==> src/design/bre_pkg.sv <==
// Shared types, constants and register codes for the battery runtime estimator.
// Used by bre_core and battery_runtime_estimator; depends on nothing.
`default_nettype none

package bre_pkg;

    // Field widths
    localparam int TIME_W  = 32;
    localparam int RAW_W   = 8;
    localparam int PCT_W   = 7;
    localparam int RS_W    = 2;
    localparam int MIN_W   = 12;
    localparam int WIN_W   = 13;
    localparam int SPAN_W  = 7;

    // APB port
    localparam int APB_AW  = 4;
    localparam int APB_DW  = 32;

    // History depth default
    localparam int DEFAULT_HISTORY_DEPTH = 32;

    // Limits
    localparam int MAX_MINUTES = 1440;
    localparam int MAX_PERCENT = 100;
    // Largest whole-minute distance between two kept entries
    localparam int X_MAX = ((1 << WIN_W) - 1) / 60;

    // Register reset values
    localparam logic [WIN_W-1:0]  WINDOW_RESET   = 13'd1800;
    localparam logic [SPAN_W-1:0] MIN_SPAN_RESET = 7'd5;

    // Register indexes (paddr[3:2])
    localparam logic [1:0] REG_PRESENT  = 2'd0;
    localparam logic [1:0] REG_WINDOW   = 2'd1;
    localparam logic [1:0] REG_MIN_SPAN = 2'd2;

    // Read status codes
    localparam logic [RS_W-1:0] RS_OK      = 2'd0;
    localparam logic [RS_W-1:0] RS_MISSING = 2'd1;

    typedef struct packed {
        logic              present;
        logic [WIN_W-1:0]  window;
        logic [SPAN_W-1:0] min_span;
    } t_cfg;

    typedef struct packed {
        logic                    status_valid;
        logic [PCT_W-1:0]        percent;
        logic                    charging;
        logic                    estimate;
        logic signed [MIN_W-1:0] minutes;
    } t_result;

    typedef struct packed {
        logic idle;
        logic done;
    } t_seq_ctl;

    typedef enum logic [4:0] {
        S_IDLE,
        S_STORE,
        S_FILT_RD,
        S_FILT_CHK,
        S_EST,
        S_ACC_RD,
        S_ACC_X,
        S_ACC_XY,
        S_ACC_XX,
        S_F_NSXX,
        S_F_SXSX,
        S_F_NSXY,
        S_F_SXSY,
        S_F_CMP,
        S_F_SCALE,
        S_DIV,
        S_DONE
    } t_state;

endpackage

`default_nettype wire

==> src/design/battery_runtime_estimator.sv <==
// Battery runtime estimator: one status result per reading, from a timestamped
// charge reading, with time to full or empty over a bounded, windowed history.
// A reading is taken only while the block is idle. A reading that does not
// touch the history (battery absent, capacity missing or malformed) goes
// straight to its result. A good reading first stores and ages the history,
// then ends with one entry or a typical-rate estimate, or takes the two-point
// or the least-squares path. The history ring has one read port, so the
// least-squares sums visit the kept entries one at a time; the quotient comes
// from a restoring divider at one bit per cycle over a W-bit dividend (W is
// 39 bits at the default depth of 32). A result waiting on the output stalls
// the sequencer until it is taken.
// Results leave through an output register with valid/ready.
// Depends on bre_pkg and bre_core.
`default_nettype none

module battery_runtime_estimator #(
    parameter int HISTORY_DEPTH = bre_pkg::DEFAULT_HISTORY_DEPTH
) (
    input  wire logic                        i_clk,
    input  wire logic                        i_rst_n,
    // APB configuration
    input  wire logic                        psel,
    input  wire logic                        penable,
    input  wire logic                        pwrite,
    input  wire logic [bre_pkg::APB_AW-1:0]  paddr,
    input  wire logic [bre_pkg::APB_DW-1:0]  pwdata,
    output logic [bre_pkg::APB_DW-1:0]       prdata,
    output logic                             pready,
    // readings
    input  wire logic                        i_in_valid,
    output logic                             o_in_ready,
    input  wire logic [bre_pkg::TIME_W-1:0]  i_time_seconds,
    input  wire logic [bre_pkg::RAW_W-1:0]   i_raw_percent,
    input  wire logic                        i_on_charge,
    input  wire logic [bre_pkg::RS_W-1:0]    i_read_status,
    // results
    output logic                             o_out_valid,
    input  wire logic                        i_out_ready,
    output logic                             o_status_valid,
    output logic [bre_pkg::PCT_W-1:0]        o_percent_now,
    output logic                             o_charging_now,
    output logic                             o_estimate_present,
    output logic signed [bre_pkg::MIN_W-1:0] o_minutes_left
);

    bre_pkg::t_cfg     r_cfg;
    bre_pkg::t_seq_ctl core_ctl;
    bre_pkg::t_result  core_res;
    bre_pkg::t_result  r_out;
    logic              r_out_valid;
    logic              load_out;
    logic              cfg_wr;

    // Configuration registers
    assign cfg_wr = psel && penable && pwrite && pready;
    assign pready = 1'b1;

    always_ff @(posedge i_clk) begin
        if (!i_rst_n) begin
            r_cfg.present  <= 1'b0;
            r_cfg.window   <= bre_pkg::WINDOW_RESET;
            r_cfg.min_span <= bre_pkg::MIN_SPAN_RESET;
        end else if (cfg_wr) begin
            unique case (paddr[3:2])
                bre_pkg::REG_PRESENT:  r_cfg.present  <= pwdata[0];
                bre_pkg::REG_WINDOW:   r_cfg.window   <= pwdata[bre_pkg::WIN_W-1:0];
                bre_pkg::REG_MIN_SPAN: r_cfg.min_span <= pwdata[bre_pkg::SPAN_W-1:0];
                default: begin
                end
            endcase
        end
    end

    // Register read-back
    always_comb begin
        unique case (paddr[3:2])
            bre_pkg::REG_PRESENT:  prdata = bre_pkg::APB_DW'(r_cfg.present);
            bre_pkg::REG_WINDOW:   prdata = bre_pkg::APB_DW'(r_cfg.window);
            bre_pkg::REG_MIN_SPAN: prdata = bre_pkg::APB_DW'(r_cfg.min_span);
            default:               prdata = '0;
        endcase
    end

    bre_core #(
        .HISTORY_DEPTH (HISTORY_DEPTH)
    ) u_core (
        .i_clk    (i_clk),
        .i_rst_n  (i_rst_n),
        .i_start  (i_in_valid && o_in_ready),
        .i_time   (i_time_seconds),
        .i_raw    (i_raw_percent),
        .i_chg    (i_on_charge),
        .i_rs     (i_read_status),
        .i_cfg    (r_cfg),
        .i_take   (load_out),
        .o_ctl    (core_ctl),
        .o_result (core_res)
    );

    assign o_in_ready = core_ctl.idle;

    // Output register: loads when the slot is free or being emptied
    assign load_out = core_ctl.done && (!r_out_valid || i_out_ready);

    always_ff @(posedge i_clk) begin
        if (!i_rst_n) begin
            r_out_valid <= 1'b0;
        end else if (load_out) begin
            r_out_valid <= 1'b1;
        end else if (i_out_ready) begin
            r_out_valid <= 1'b0;
        end
    end

    always_ff @(posedge i_clk) begin
        if (load_out) begin
            r_out <= core_res;
        end
    end

    assign o_out_valid        = r_out_valid;
    assign o_status_valid     = r_out.status_valid;
    assign o_percent_now      = r_out.percent;
    assign o_charging_now     = r_out.charging;
    assign o_estimate_present = r_out.estimate;
    assign o_minutes_left     = r_out.minutes;

`ifndef SYNTHESIS
    // a reading transfer always starts work, so the block is busy next cycle
    a_busy_after_take: assert property (@(posedge i_clk) disable iff (!i_rst_n)
        (i_in_valid && o_in_ready) |=> !o_in_ready)
        else $error("input taken while sequencer busy");

    // minutes are -1 exactly when no estimate is flagged
    a_est_minutes: assert property (@(posedge i_clk) disable iff (!i_rst_n)
        o_out_valid |-> (o_estimate_present ? (o_minutes_left >= 0 &&
                         o_minutes_left <= 12'sd1440) : (o_minutes_left == -12'sd1)))
        else $error("estimate flag and minutes disagree");

    // percent stays clamped
    a_pct_range: assert property (@(posedge i_clk) disable iff (!i_rst_n)
        o_out_valid |-> (o_percent_now <= 7'd100))
        else $error("percent out of range");
`endif

endmodule

`default_nettype wire

==> src/design/bre_div.sv <==
// Restoring divider, one quotient bit per cycle, shared by the estimate paths.
// Depends on nothing outside this file.
`default_nettype none

module bre_div #(
    parameter int DW = 39,
    parameter int VW = 26
) (
    input  wire logic          i_clk,
    input  wire logic          i_rst_n,
    input  wire logic          i_start,
    input  wire logic [DW-1:0] i_dividend,
    input  wire logic [VW-1:0] i_divisor,
    output logic               o_done,
    output logic [DW-1:0]      o_quot
);

    localparam int NW = $clog2(DW + 1);

    logic          r_busy;
    logic          r_done;
    logic [NW-1:0] r_cnt;
    logic [VW:0]   r_rem;
    logic [DW-1:0] r_quo;
    logic [VW-1:0] r_dvs;

    logic [VW:0]   rem_sh;
    logic          fits;

    // Trial subtract of the shifted remainder
    always_comb begin
        rem_sh = {r_rem[VW-1:0], r_quo[DW-1]};
        fits   = rem_sh >= {1'b0, r_dvs};
    end

    // Control
    always_ff @(posedge i_clk) begin
        if (!i_rst_n) begin
            r_busy <= 1'b0;
            r_done <= 1'b0;
            r_cnt  <= '0;
        end else begin
            r_done <= 1'b0;
            if (i_start) begin
                r_busy <= 1'b1;
                r_cnt  <= NW'(DW);
            end else if (r_busy) begin
                r_cnt <= r_cnt - NW'(1);
                if (r_cnt == NW'(1)) begin
                    r_busy <= 1'b0;
                    r_done <= 1'b1;
                end
            end
        end
    end

    // Datapath
    always_ff @(posedge i_clk) begin
        if (i_start) begin
            r_rem <= '0;
            r_quo <= i_dividend;
            r_dvs <= i_divisor;
        end else if (r_busy) begin
            r_rem <= fits ? (rem_sh - {1'b0, r_dvs}) : rem_sh;
            r_quo <= {r_quo[DW-2:0], fits};
        end
    end

    assign o_done = r_done;
    assign o_quot = r_quo;

endmodule

`default_nettype wire

==> src/design/bre_core.sv <==
// Sequencer, history ring and arithmetic datapath of the runtime estimator.
// Depends on bre_pkg and bre_div.
`default_nettype none

module bre_core #(
    parameter int HISTORY_DEPTH = bre_pkg::DEFAULT_HISTORY_DEPTH
) (
    input  wire logic                        i_clk,
    input  wire logic                        i_rst_n,
    input  wire logic                        i_start,
    input  wire logic [bre_pkg::TIME_W-1:0]  i_time,
    input  wire logic [bre_pkg::RAW_W-1:0]   i_raw,
    input  wire logic                        i_chg,
    input  wire logic [bre_pkg::RS_W-1:0]    i_rs,
    input  wire bre_pkg::t_cfg               i_cfg,
    input  wire logic                        i_take,
    output bre_pkg::t_seq_ctl                o_ctl,
    output bre_pkg::t_result                 o_result
);

    localparam int TW  = bre_pkg::TIME_W;
    localparam int PW7 = bre_pkg::PCT_W;
    localparam int IW  = $clog2(HISTORY_DEPTH);
    localparam int CW  = $clog2(HISTORY_DEPTH + 1);
    localparam int XW  = $clog2(bre_pkg::X_MAX + 1);
    localparam int SXW = $clog2(HISTORY_DEPTH * bre_pkg::X_MAX + 1);
    localparam int BW  = 2 * SXW;
    localparam int PW  = 3 * SXW;
    localparam int WW  = bre_pkg::WIN_W;
    // floor(d / 60) = (d * 8739) >> 19 for every d below 2^13
    localparam int D60_MW = 14;
    localparam int D60_S  = 19;
    localparam logic [D60_MW-1:0] D60_M = 14'd8739;
    localparam logic [CW-1:0] DEPTH_C = CW'(HISTORY_DEPTH);

    // ring index helpers
    function automatic logic [IW-1:0] wrap_add(input logic [IW-1:0] base,
                                               input logic [CW-1:0] off);
        logic [CW:0] s;
        s = (CW+1)'(base) + (CW+1)'(off);
        if (s >= (CW+1)'(HISTORY_DEPTH)) begin
            s = s - (CW+1)'(HISTORY_DEPTH);
        end
        return s[IW-1:0];
    endfunction

    function automatic logic [XW-1:0] div60(input logic [WW-1:0] d);
        logic [WW+D60_MW-1:0] m;
        m = (WW+D60_MW)'(d) * (WW+D60_MW)'(D60_M);
        return m[D60_S +: XW];
    endfunction

    function automatic logic [bre_pkg::RAW_W-1:0] RAW_MAX();
        return bre_pkg::RAW_W'(bre_pkg::MAX_PERCENT);
    endfunction

    bre_pkg::t_state r_state, n_state;

    // history ring
    logic [PW7+TW-1:0] mem [HISTORY_DEPTH];
    logic [PW7+TW-1:0] r_rd_data;
    logic              mem_we;
    logic [IW-1:0]     mem_waddr;
    logic [IW-1:0]     mem_raddr;

    // control registers
    logic [IW-1:0]     r_head;
    logic [CW-1:0]     r_count;
    bre_pkg::t_result  r_res;

    // payload registers
    logic [TW-1:0]     r_time;
    logic [PW7-1:0]    r_pct;
    logic              r_chg;
    logic [TW-1:0]     r_last_time;
    logic [TW-1:0]     r_old_time;
    logic [PW7-1:0]    r_old_pct;
    logic [CW-1:0]     r_idx;
    logic [XW-1:0]     r_x;
    logic [PW7-1:0]    r_y;
    logic [SXW-1:0]    r_sx;
    logic [SXW-1:0]    r_sy;
    logic [BW-1:0]     r_sxy;
    logic [BW-1:0]     r_sxx;
    logic [BW-1:0]     r_t1;
    logic [BW-1:0]     r_den;
    logic [BW-1:0]     r_mag;
    logic              r_ls;

    // combinational
    logic [TW-1:0]     rd_time;
    logic [PW7-1:0]    rd_pct;
    logic [PW7-1:0]    clamp_pct;
    logic              back;
    logic [CW-1:0]     st_count0;
    logic              full;
    logic [IW-1:0]     st_head;
    logic [CW-1:0]     st_count;
    logic              too_old;
    logic [TW-1:0]     span_diff;
    logic [XW-1:0]     span;
    logic [XW-1:0]     acc_x;
    logic [TW-1:0]     acc_diff;
    logic signed [PW7+1:0] dp;
    logic signed [PW7+1:0] mag2;
    logic [10:0]       typ;
    logic [SXW-1:0]    mul_a;
    logic [BW-1:0]     mul_b;
    logic [PW-1:0]     prod;
    logic signed [BW:0] diff_w;
    logic signed [BW:0] magv;
    logic              cmp_ok;
    logic              last_entry;
    logic              div_start;
    logic              div_done;
    logic [PW-1:0]     div_quot;
    logic [bre_pkg::MIN_W-1:0] div_min;

    // Memory: one write port, one registered read port
    always_ff @(posedge i_clk) begin
        if (mem_we) begin
            mem[mem_waddr] <= {r_pct, r_time};
        end
        r_rd_data <= mem[mem_raddr];
    end

    // Shared divider
    bre_div #(
        .DW (PW),
        .VW (BW)
    ) u_div (
        .i_clk      (i_clk),
        .i_rst_n    (i_rst_n),
        .i_start    (div_start),
        .i_dividend (prod),
        .i_divisor  (r_mag),
        .o_done     (div_done),
        .o_quot     (div_quot)
    );

    // Datapath decode
    always_comb begin
        rd_time   = r_rd_data[TW-1:0];
        rd_pct    = r_rd_data[TW +: PW7];
        clamp_pct = (i_raw > RAW_MAX()) ? PW7'(bre_pkg::MAX_PERCENT) : i_raw[PW7-1:0];

        back      = (r_count != '0) && (r_time < r_last_time);
        st_count0 = back ? '0 : r_count;
        full      = st_count0 == DEPTH_C;
        st_head   = full ? wrap_add(r_head, CW'(1)) : r_head;
        st_count  = full ? (DEPTH_C - CW'(1)) : st_count0;

        too_old   = ({1'b0, rd_time} + (TW+1)'(i_cfg.window)) < {1'b0, r_time};

        span_diff = r_time - r_old_time;
        span      = div60(span_diff[WW-1:0]);
        acc_diff  = rd_time - r_old_time;
        acc_x     = div60(acc_diff[WW-1:0]);

        dp   = $signed({2'b00, r_pct}) - $signed({2'b00, r_old_pct});
        mag2 = r_chg ? dp : -dp;

        typ = r_chg ? ((11'(bre_pkg::MAX_PERCENT) - 11'(r_pct)) * 11'd3)
                    : (11'(r_pct) * 11'd12);

        prod   = PW'(mul_a) * PW'(mul_b);
        diff_w = $signed({1'b0, r_t1}) - $signed({1'b0, prod[BW-1:0]});
        magv   = r_chg ? diff_w : -diff_w;
        cmp_ok = prod > PW'(r_den);

        last_entry = (r_idx + CW'(1)) == r_count;

        div_min = (div_quot > PW'(bre_pkg::MAX_MINUTES))
                  ? bre_pkg::MIN_W'(bre_pkg::MAX_MINUTES)
                  : div_quot[bre_pkg::MIN_W-1:0];
    end

    // Next state
    always_comb begin
        n_state = r_state;
        unique case (r_state)
            bre_pkg::S_IDLE: begin
                if (i_start) begin
                    n_state = (i_cfg.present && i_rs == bre_pkg::RS_OK)
                              ? bre_pkg::S_STORE : bre_pkg::S_DONE;
                end
            end
            bre_pkg::S_STORE:    n_state = bre_pkg::S_FILT_RD;
            bre_pkg::S_FILT_RD:  n_state = bre_pkg::S_FILT_CHK;
            bre_pkg::S_FILT_CHK: n_state = too_old ? bre_pkg::S_FILT_RD : bre_pkg::S_EST;
            bre_pkg::S_EST: begin
                if (r_count < CW'(2)) begin
                    n_state = bre_pkg::S_DONE;
                end else if (span < XW'(i_cfg.min_span)) begin
                    n_state = (span == '0 || mag2 <= 0) ? bre_pkg::S_DONE : bre_pkg::S_F_CMP;
                end else begin
                    n_state = bre_pkg::S_ACC_RD;
                end
            end
            bre_pkg::S_ACC_RD:  n_state = bre_pkg::S_ACC_X;
            bre_pkg::S_ACC_X:   n_state = bre_pkg::S_ACC_XY;
            bre_pkg::S_ACC_XY:  n_state = bre_pkg::S_ACC_XX;
            bre_pkg::S_ACC_XX:  n_state = last_entry ? bre_pkg::S_F_NSXX : bre_pkg::S_ACC_RD;
            bre_pkg::S_F_NSXX:  n_state = bre_pkg::S_F_SXSX;
            bre_pkg::S_F_SXSX:  n_state = (diff_w > 0) ? bre_pkg::S_F_NSXY : bre_pkg::S_DONE;
            bre_pkg::S_F_NSXY:  n_state = bre_pkg::S_F_SXSY;
            bre_pkg::S_F_SXSY:  n_state = (magv > 0) ? bre_pkg::S_F_CMP : bre_pkg::S_DONE;
            bre_pkg::S_F_CMP:   n_state = cmp_ok ? bre_pkg::S_F_SCALE : bre_pkg::S_DONE;
            bre_pkg::S_F_SCALE: n_state = bre_pkg::S_DIV;
            bre_pkg::S_DIV:     n_state = div_done ? bre_pkg::S_DONE : bre_pkg::S_DIV;
            bre_pkg::S_DONE:    n_state = i_take ? bre_pkg::S_IDLE : bre_pkg::S_DONE;
            default:            n_state = bre_pkg::S_IDLE;
        endcase
    end

    // Control outputs: memory ports, multiplier operands, divider start
    always_comb begin
        mem_we    = 1'b0;
        mem_waddr = wrap_add(st_head, st_count);
        mem_raddr = r_head;
        mul_a     = '0;
        mul_b     = '0;
        div_start = 1'b0;
        unique case (r_state)
            bre_pkg::S_STORE:  mem_we = 1'b1;
            bre_pkg::S_ACC_RD: mem_raddr = wrap_add(r_head, r_idx);
            bre_pkg::S_ACC_XY: begin
                mul_a = SXW'(r_x);
                mul_b = BW'(r_y);
            end
            bre_pkg::S_ACC_XX: begin
                mul_a = SXW'(r_x);
                mul_b = BW'(r_x);
            end
            bre_pkg::S_F_NSXX: begin
                mul_a = SXW'(r_count);
                mul_b = r_sxx;
            end
            bre_pkg::S_F_SXSX: begin
                mul_a = r_sx;
                mul_b = BW'(r_sx);
            end
            bre_pkg::S_F_NSXY: begin
                mul_a = SXW'(r_count);
                mul_b = r_sxy;
            end
            bre_pkg::S_F_SXSY: begin
                mul_a = r_sx;
                mul_b = BW'(r_sy);
            end
            bre_pkg::S_F_CMP: begin
                mul_a = SXW'(bre_pkg::MAX_PERCENT);
                mul_b = r_mag;
            end
            bre_pkg::S_F_SCALE: begin
                mul_a = r_chg ? SXW'(PW7'(bre_pkg::MAX_PERCENT) - r_pct) : SXW'(r_pct);
                mul_b = r_den;
                div_start = 1'b1;
            end
            default: begin
            end
        endcase
    end

    // State, ring pointers and held status
    always_ff @(posedge i_clk) begin
        if (!i_rst_n) begin
            r_state <= bre_pkg::S_IDLE;
            r_head  <= '0;
            r_count <= '0;
            r_res   <= '{status_valid: 1'b0, percent: '0, charging: 1'b0,
                         estimate: 1'b0, minutes: '1};
        end else begin
            r_state <= n_state;
            case (r_state)
                bre_pkg::S_IDLE: begin
                    if (i_start && i_cfg.present) begin
                        if (i_rs == bre_pkg::RS_OK) begin
                            r_res <= '{status_valid: 1'b1, percent: clamp_pct,
                                       charging: i_chg, estimate: 1'b0, minutes: '1};
                        end else if (i_rs == bre_pkg::RS_MISSING) begin
                            r_res.status_valid <= 1'b0;
                        end else begin
                            r_res <= '{status_valid: 1'b0, percent: '0, charging: 1'b0,
                                       estimate: 1'b0, minutes: '1};
                        end
                    end
                end
                bre_pkg::S_STORE: begin
                    r_head  <= st_head;
                    r_count <= st_count + CW'(1);
                end
                bre_pkg::S_FILT_CHK: begin
                    // drop entries that fell out of the window
                    if (too_old) begin
                        r_head  <= wrap_add(r_head, CW'(1));
                        r_count <= r_count - CW'(1);
                    end
                end
                bre_pkg::S_EST: begin
                    // typical rates: lone entry, zero span, flat/reversed two-point rate
                    if (r_count < CW'(2) ||
                        (span < XW'(i_cfg.min_span) && (span == '0 || mag2 <= 0))) begin
                        r_res.estimate <= 1'b1;
                        r_res.minutes  <= bre_pkg::MIN_W'(typ);
                    end
                end
                bre_pkg::S_F_CMP: begin
                    if (!cmp_ok && !r_ls) begin
                        r_res.estimate <= 1'b1;
                        r_res.minutes  <= bre_pkg::MIN_W'(typ);
                    end
                end
                bre_pkg::S_DIV: begin
                    if (div_done) begin
                        r_res.estimate <= 1'b1;
                        r_res.minutes  <= div_min;
                    end
                end
                default: begin
                end
            endcase
        end
    end

    // Arithmetic registers
    always_ff @(posedge i_clk) begin
        case (r_state)
            bre_pkg::S_IDLE: begin
                r_time <= i_time;
                r_pct  <= clamp_pct;
                r_chg  <= i_chg;
            end
            bre_pkg::S_STORE: r_last_time <= r_time;
            bre_pkg::S_FILT_CHK: begin
                r_old_time <= rd_time;
                r_old_pct  <= rd_pct;
            end
            bre_pkg::S_EST: begin
                r_idx <= '0;
                r_sx  <= '0;
                r_sy  <= '0;
                r_sxy <= '0;
                r_sxx <= '0;
                r_ls  <= !(span < XW'(i_cfg.min_span));
                r_den <= BW'(span);
                r_mag <= BW'(unsigned'(mag2[PW7:0]));
            end
            bre_pkg::S_ACC_X: begin
                r_x <= acc_x;
                r_y <= rd_pct;
            end
            bre_pkg::S_ACC_XY: begin
                r_sxy <= r_sxy + prod[BW-1:0];
                r_sx  <= r_sx + SXW'(r_x);
                r_sy  <= r_sy + SXW'(r_y);
            end
            bre_pkg::S_ACC_XX: begin
                r_sxx <= r_sxx + prod[BW-1:0];
                r_idx <= r_idx + CW'(1);
            end
            bre_pkg::S_F_NSXX: r_t1 <= prod[BW-1:0];
            bre_pkg::S_F_SXSX: r_den <= diff_w[BW-1:0];
            bre_pkg::S_F_NSXY: r_t1 <= prod[BW-1:0];
            bre_pkg::S_F_SXSY: r_mag <= magv[BW-1:0];
            default: begin
            end
        endcase
    end

    assign o_ctl.idle = (r_state == bre_pkg::S_IDLE);
    assign o_ctl.done = (r_state == bre_pkg::S_DONE);
    assign o_result   = r_res;

endmodule

`default_nettype wire
==> config.mk <==
export PLATFORM = sky130hd
export DESIGN_NAME = battery_runtime_estimator
export DESIGN_NICKNAME = d
export VERILOG_FILES = /design/src/design/bre_pkg.sv /design/src/design/battery_runtime_estimator.sv /design/src/design/bre_div.sv /design/src/design/bre_core.sv
export SDC_FILE = /design/constraint.sdc
export NUM_CORES = 2
export LEC_CHECK = 0
export ABC_AREA = 1
export ABC_CLOCK_PERIOD_IN_PS = 15800
export BUFFER_PORTS_ARGS = -buffer_cell sky130_fd_sc_hd__buf_2
export CAP_MARGIN = 10
export CORE_MARGIN = 2
export CORE_UTILIZATION = 55
export CTS_CLUSTER_SIZE = 14
export DETAILED_ROUTE_END_ITERATION = 10
export GPL_ROUTABILITY_DRIVEN = 0
export PLACE_DENSITY = 0.83
export SYNTH_ARGS = -nofsm -noshare
export SYNTH_HDL_FRONTEND = slang
export SYNTH_SLANG_ARGS = --single-unit
export TNS_END_PERCENT = 20
==> constraint.sdc <==
create_clock -name i_clk -period 15.8 [get_ports i_clk]
set_input_delay 1.58 -clock i_clk [delete_from_list [all_inputs] [get_ports i_clk]]
set_output_delay 1.58 -clock i_clk [all_outputs]
set_load 0.02 [all_outputs]
# Yosys cells after proc, flatten, opt, wreduce, memory -nomap -nowiden
# Memory sizes are Yosys's and may differ from the RTL's. A register that Yosys moved wholly into a read port is not among the register bits.
# Index checks and enable logic that the tools add are counted.
[word_totals]
latchBits = 0
wordCells = 220
ramBits = 1248
inputBits = 86
n_memories = 1
rom_bits = 0
ff_bits = 451
[classes]
n_reduce_logical = 41
add_sub_neg = 24
eq_ne = 30
n_lt_le_gt_ge = 14
div_mod_pow = 0
multipliers = 5
n_bitwise = 2
n_shift = 0
muxes = 62
[mem_list]
columns = ["name", "depth", "word_bits", "read_ports", "rd_clocked_by_memory_dff", "write_ports", "line", "rtl"]
rows = [
  ["u_core.mem", 32, 39, 1, 1, 1, "bre_core.sv:60", "logic [PW7+TW-1:0] mem [HISTORY_DEPTH];"],
]
[ops]
columns = ["operator", "n"]
rows = [
  ["$pmux W26 S2", 4],
  ["$pmux W26 S8", 1],
  ["$pmux W5 S17", 1],
  ["$mux W5", 16],
  ["$mux W39", 2],
  ["$mux W13", 5],
  ["$pmux W13 S5", 1],
  ["$gt A27 B1 Y1 const B", 2],
  ["$mul A13 B14 Y27 const B", 2],
  ["$add A26 B26 Y26", 2],
  ["$pmux W13 S2", 2],
  ["$pmux W13 S4", 1],
  ["$eq A5 B4 Y1 const B", 8],
  ["$gt A39 B11 Y1 const B", 1],
  ["$gt A39 B26 Y1", 1],
  ["$mul A13 B26 Y39", 1],
  ["$pmux W13 S3", 1],
  ["$add A32 B13 Y33", 1],
  ["$lt A33 B32 Y1", 1],
  ["$lt A32 B32 Y1", 1],
  ["$mux W6", 5],
  ["$ge A27 B26 Y1", 1],
  ["$mux W27", 1],
  ["$neg A27 Y27", 1],
  ["other kinds (60)", 116],
]

# Depth between registers and ports, before layout
[depth]
depth_word = 10
mapped_depth = 60
mapped_depth_nobuf = 59

# By module
# Synthesis repeated with hierarchy kept, for this count alone.
[unflattened]
cells_unflattened = 9239
area_unflattened_um2 = 95170.0
[by_module_without_submodules]
columns = ["module", "seq_area_each_um2", "cells_each", "area_each_um2", "instances"]
rows = [
  ["bre_core", 47125.2, 8160, 87088.5, 1],
  ["bre_div", 2632.5, 863, 6144.6, 1],
  ["battery_runtime_estimator", 1101.1, 216, 1936.9, 1],
]

# Worst setup path before layout
# No wires, ideal clock.
[synth_path]
kind = "register -> register"
start = "reg u_core.r_state[3]"
end = "reg u_core.r_state[2]"
path_buffers = 2
arrival_ns = 9.269
setup_slack_ns = 6.422
path_stages_with_launch = 51
synth_period_minus_slack_ns = 9.378
setup_ns = 0.109
path_cell_list = "dfxtp_1 > inv_1 > nor3_1 > inv_1 > nor2_1 > inv_1 > o21ai_0 > a21oi_1 > o21a_1 > clkbuf_1 > clkinv_1 > clkbuf_1 > nand2_1 > fa_1 > fa_1 > inv_1 > fa_1 > fa_1 > [15 not listed] > a21oi_1 > inv_1 > a31oi_1 > nor3_1 > a311oi_1 > nand2_1 > nand2_1 > nand2_1 > nor2_1 > nand3_2 > nor2_2 > nor2_1 > xor2_1 > clkinv_1 > nand3_2 > nand3_1 > nand2_1 > inv_1"
[synth_between]
elab_chain_cells = 10
[synth_rtl]
columns = ["item", "line", "rtl"]
rows = [
  ["start, declared", "bre_core.sv:57", "bre_pkg::t_state r_state, n_state;"],
  ["start signal, assigned", "bre_core.sv:268", "r_state <= bre_pkg::S_IDLE;"],
  ["start signal, assigned", "bre_core.sv:274", "r_state <= n_state;"],
  ["$eq A5 B4 Y1 / $eq A5 B3 Y1 (equally long branches)", "bre_core.sv:224", "unique case (r_state)"],
  ["$reduce_or A2 Y1 (no source line)", "-", ""],
  ["$pmux W13 S5", "bre_core.sv:224", ""],
  ["$mul A13 B26 Y39 (*)", "bre_core.sv:166", "prod = PW'(mul_a) * PW'(mul_b);"],
  ["via u_core.prod[16]", "bre_core.sv:109", "logic [PW-1:0] prod;"],
  ["$sub A26 B26 Y27", "bre_core.sv:167", "diff_w = $signed({1'b0, r_t1}) - $signed({1'b0, prod[BW-1:0]});"],
  ["$neg A27 Y27", "bre_core.sv:168", "magv = r_chg ? diff_w : -diff_w;"],
  ["$mux W27", "bre_core.sv:168", ""],
  ["$gt A27 B1 Y1", "bre_core.sv:207", "bre_pkg::S_F_SXSY: n_state = (magv > 0) ? bre_pkg::S_F_CMP : bre_pkg::S_DONE;"],
  ["$mux W5", "bre_core.sv:207", ""],
  ["$pmux W5 S17 (*)", "bre_core.sv:181", "unique case (r_state)"],
]
# Mark *: on every way through the listed nets, which the timed path passes. The rest lies on a longest branch.
# A chain may end at the register's enable or synchronous reset.

# Worst setup path in the final report
[layout_path]
start = "reg u_core.r_state[4]"
end = "reg u_core.r_res (netlist bit u_core.o_result[12])"
[layout_between]
elab_chain_cells = 9
[layout_rtl]
columns = ["item", "line", "rtl"]
rows = [
  ["$eq A5 B4 Y1 / $eq A5 B3 Y1 (equally long branches)", "bre_core.sv:224", ""],
  ["$reduce_or A2 Y1 (no source line)", "-", ""],
  ["$pmux W13 S5", "bre_core.sv:224", ""],
  ["$mul A13 B26 Y39 (*)", "bre_core.sv:166", ""],
  ["via u_core.prod[19]", "bre_core.sv:109", ""],
  ["$gt A39 B26 Y1 (*)", "bre_core.sv:169", "cmp_ok = prod > PW'(r_den);"],
  ["$logic_not A1 Y1 (*)", "bre_core.sv:309", "if (!cmp_ok && !r_ls) begin"],
  ["$logic_and A1 B1 Y1 (*)", "bre_core.sv:309", ""],
  ["$ne A2 B1 Y1 (no source line) (*)", "-", ""],
  ["$reduce_and A6 Y1 (no source line) (*)", "-", ""],
  ["end signal, assigned", "bre_core.sv:271", "r_res <= '{status_valid: 1'b0, percent: '0, charging: 1'b0,"],
  ["end signal, assigned", "bre_core.sv:279", "r_res <= '{status_valid: 1'b1, percent: clamp_pct,"],
  ["end signal, assigned", "bre_core.sv:284", "r_res <= '{status_valid: 1'b0, percent: '0, charging: 1'b0,"],
  ["end, declared", "bre_core.sv:69", "bre_pkg::t_result r_res;"],
]
# Marks and branches as above.

==> results.md <==
* Final wirelength at roughly 260000 um
* Final core utilization at between 60% and 70%
* Final Power at around 9800 uW
* Routed Antenna Nets at 0
* Post-synth ARST share at 0%
* CTS buffer count at 160
* Violated checks: design-rule violations
* #FFs+latches synth at around 1700
* Row Count at approximately 150
* Cts hold-fix bufs at 0
* P_leak at between 0.04 and 0.05 uW
* Die span in x at ~420 um
* Most Frequent Cell on Critical Path: nand2_1
* Reg2reg path depth at 46
* I/O pin total at 143
* Setup WS pre-CTS at around 4600 ps
* Worst path max stage delay at 740 ps
* Netlist cell types at 68
* Internal power at around 7500 uW
* Fraction of layout cells with a size suffix above 1 at roughly 6.7%
* Worst r2r src: u_core.r_state[4]$_SDFFE_PN0P_
* Synth Instances at between 8000 and 9000
* Switching Share at 24.1%
* Post-detail-place hpwl at between 150000 and 200000 um
* PwrDens at roughly 97 mW/mm^2
* WHS at about 430 ps
* Cell taking the most area after synthesis: edfxtp_1
* R2R setup slack at between 4000 and 5000 ps
* All-layer global routing usage at about 30%
* Setup Skew at between 40 and 50 ps
* Synth top area cells: edfxtp_1 (52%), ha_1 (6.9%), fa_1 (6.8%)
* Clk buf depth at 3
* RSZ-0062 raised after global routing: no
* Mapped Area at between 0.09 and 0.1 mm^2
* Slowest CP cell: clkinv_1
* Worst Path Max Fanout at 87
* Routed length per instance at about 23 um
* Status: finished, violations left
* Nets at around 9800
* Final worst slack at between 4000 and 5000 ps
* Via count at just over 70000
* DR iter-0 viols at 10400
* Vias in the first global route at ~70000
* CTS tree: yes
* Die height at a little over 400 um
* Post-cts sizing count at 0
* Core Area at 0.169 mm^2
* Period minus WS final at 11680 ps
* DR pass1 iterations at 10
* Pin count of the biggest net entering global routing at 210
* Slew Viols, Final at 0
* Worst Setup EP: u_core.o_result[12]$_SDFFE_PN0P_
* Clk root buf: clkbuf_16
* Port Buffer Count at 101
* Max-cap violation count at 0
* Vias per cell at between 6 and 7
* Synth cell count leaders: edfxtp_1 (1605), nor2_1 (1132), inv_1 (1041), nand2_1 (1023), o21ai_0 (940)
* Max IR drop VDD at about 0.13 mV
* CP Capture Type: flop
* Max Fclk at roughly 86 MHz
* Max_slew headroom at about 15%
* CP Launch Point: u_core.r_state[4]$_SDFFE_PN0P_
* Syn_area_per_cell at roughly 11 um^2
* Area Overhead vs Synth at 9.01%
* Initial antenna violation count at 1
* Grt ovf at 0
* FF-to-FF End: u_core.o_result[12]$_SDFFE_PN0P_
* Crit path kind: flop to flop
* Comb pwr share at 9.5%
* Clock power frac at between 30 and 40%
* Number of synthesized flops with an enable pin at ~1600
* Filler cells at 12500
* Worst Tran Pin Value at 1280 ps
* HP Class: flop to flop
* Clk slew on worst S/H paths at about 70 ps
* Post-route DRC at 2
* Setup Viol. Count Final at 0
* Register area share after synthesis at around 55%
* Synth top area share at between 50% and 60%
* Starting Density at between 50% and 60%
* First-pass GRT wire length at around 390000 um
* Post-CTS setup buffers at 0
* Crit share post-route at around three quarters
* CP Data Arrival Time at approximately 12000 ps
* Die ar. at around 0.17 mm^2
* Register share of total power at about half
* Required time of the critical path at ~17000 ps
* Setup TNS at 0 ps
* Yosys warnings at 0
* # clock sinks at ~1700
* Clk_lat worst skew at roughly 820 ps
* CTS H-tree lvls at 4
* Fin. Hold Viols at 0
* Switching power at roughly 2400 uW
* Synth Flop Type: edfxtp_1
* Worst setup SP type: flop
* Most common cell in the netlist: edfxtp_1
[worst max-delay path: cells and delay by family, from the launching register on]
family	cells	cell delay [ps]
DFF	1	400
buffers and inverters	10	2480
and+or+nand+nor	18	2880
xor gates and xnor gates	1	560
adders and majority gates	7	3020
AOI/OAI and AO/OA	10	2230
[layout make-up]
type	instances	area, um^2	share of cell area, %
inverter	1062	4010	3.94
antenna	1	2.50	0.00246
timing repair buffer	249	1670	1.64
tap	2218	2780	2.73
sequential	1738	50900	50.0
clock inverter	61	638	0.628
clock buffer	226	4430	4.36
multi-input combinational	5627	37300	36.7
[layout by cell type, fill, tap and decap left out, drive strengths merged, types with 8 or more instances in the layout]
cell type	n
edfxtp	1605
nor2	1146
inv	1059
nand2	1042
o21ai	961
ha	517
a21oi	402
fa	316
o221ai	283
nand3	264
buf	249
clkbuf	226
dfxtp	133
xor2	116
a31oi	90
o211ai	55
xnor2	54
clkinv	54
o22ai	49
nand4	46
nor3	40
o21a	35
a221oi	24
nor4	21
conb	20
or2	19
o21bai	18
a21o	13
a211oi	12
nand3b	12
a311oi	11
a21boi	9
o31ai	8
o211a	8
and2	8
[registers in the layout, indices dropped and copies added, names as in the netlist, 21 cells and up]
name	cells
u_core.u_div.o_quot	39
u_core.r_sxy	26
u_core.r_rd_data	39
u_core.o_result	22
u_core.r_den	26
u_core.r_sxx	26
u_core.u_div.r_dvs	26
r_cfg	21
u_core.r_mag	26
u_core.r_t1	26
u_core.r_time	32
u_core.mem	1248
u_core.u_div.r_rem	26
u_core.r_last_time	32
[per-layer routing]
layer  vias up  part of all wire [%]  global-route usage [%]
li1      30800                     -                       -
met1     33800                    35                    36.6
met2      4994                    46                    47.5
met3      1067                    13                    6.73
met4         2                   6.3                    17.6
met5         -                0.0031                       0
[cell families after synthesis]
kind of cell             count (synthesis)  share of synthesized area (%)
XOR/XNOR                               170                           1.60
buffers and inverters                 1445                           5.93
AND/OR/NAND/NOR                       2602                           11.4
other                                    2                        0.00805
AO/OA/AOI/OAI                         2002                           12.8
flip-flops                            1738                           54.5
adder cells (fa/ha/maj)                833                           13.7
[power by group through the flow]
stage	logic (uW)	clock network [uW]	registers, uW
2_1_floorplan	589	0	5230
3_3_place_gp	847	0	5180
3_5_place_dp	897	0	5180
4_1_cts	908	3790	5090
5_1_grt	1040	3960	5090
6_report	933	3800	5090
[how the worst min path moves through the flow]
stage,from,cells after the start,to,slack (ps)
CTS,u_core.o_result[19]$_SDFFE_PN0P_,0,o_percent_now[5]$_DFFE_PP_,430
finish,u_core.o_result[19]$_SDFFE_PN0P_,0,o_percent_now[5]$_DFFE_PP_,430
detailed placement,u_core.o_result[20]$_SDFFE_PN0P_,0,o_percent_now[6]$_DFFE_PP_,420
global placement,u_core.o_result[21]$_SDFFE_PN0P_,0,o_status_valid$_DFFE_PP_,420
floorplan,u_core.r_rd_data[32]$_DFF_P_,0,u_core.r_old_pct[0]$_DFFE_PP_,400
global route,u_core.o_result[19]$_SDFFE_PN0P_,0,o_percent_now[5]$_DFFE_PP_,450
[metrics by stage]
stage	std cells	cell area, um^2
floorplan	8810	93300
global placement	10900	96600
detailed placement	10900	96600
CTS	11200	102000
global route	11200	102000
finish	11200	102000
(Power assumes the default switching activity.)
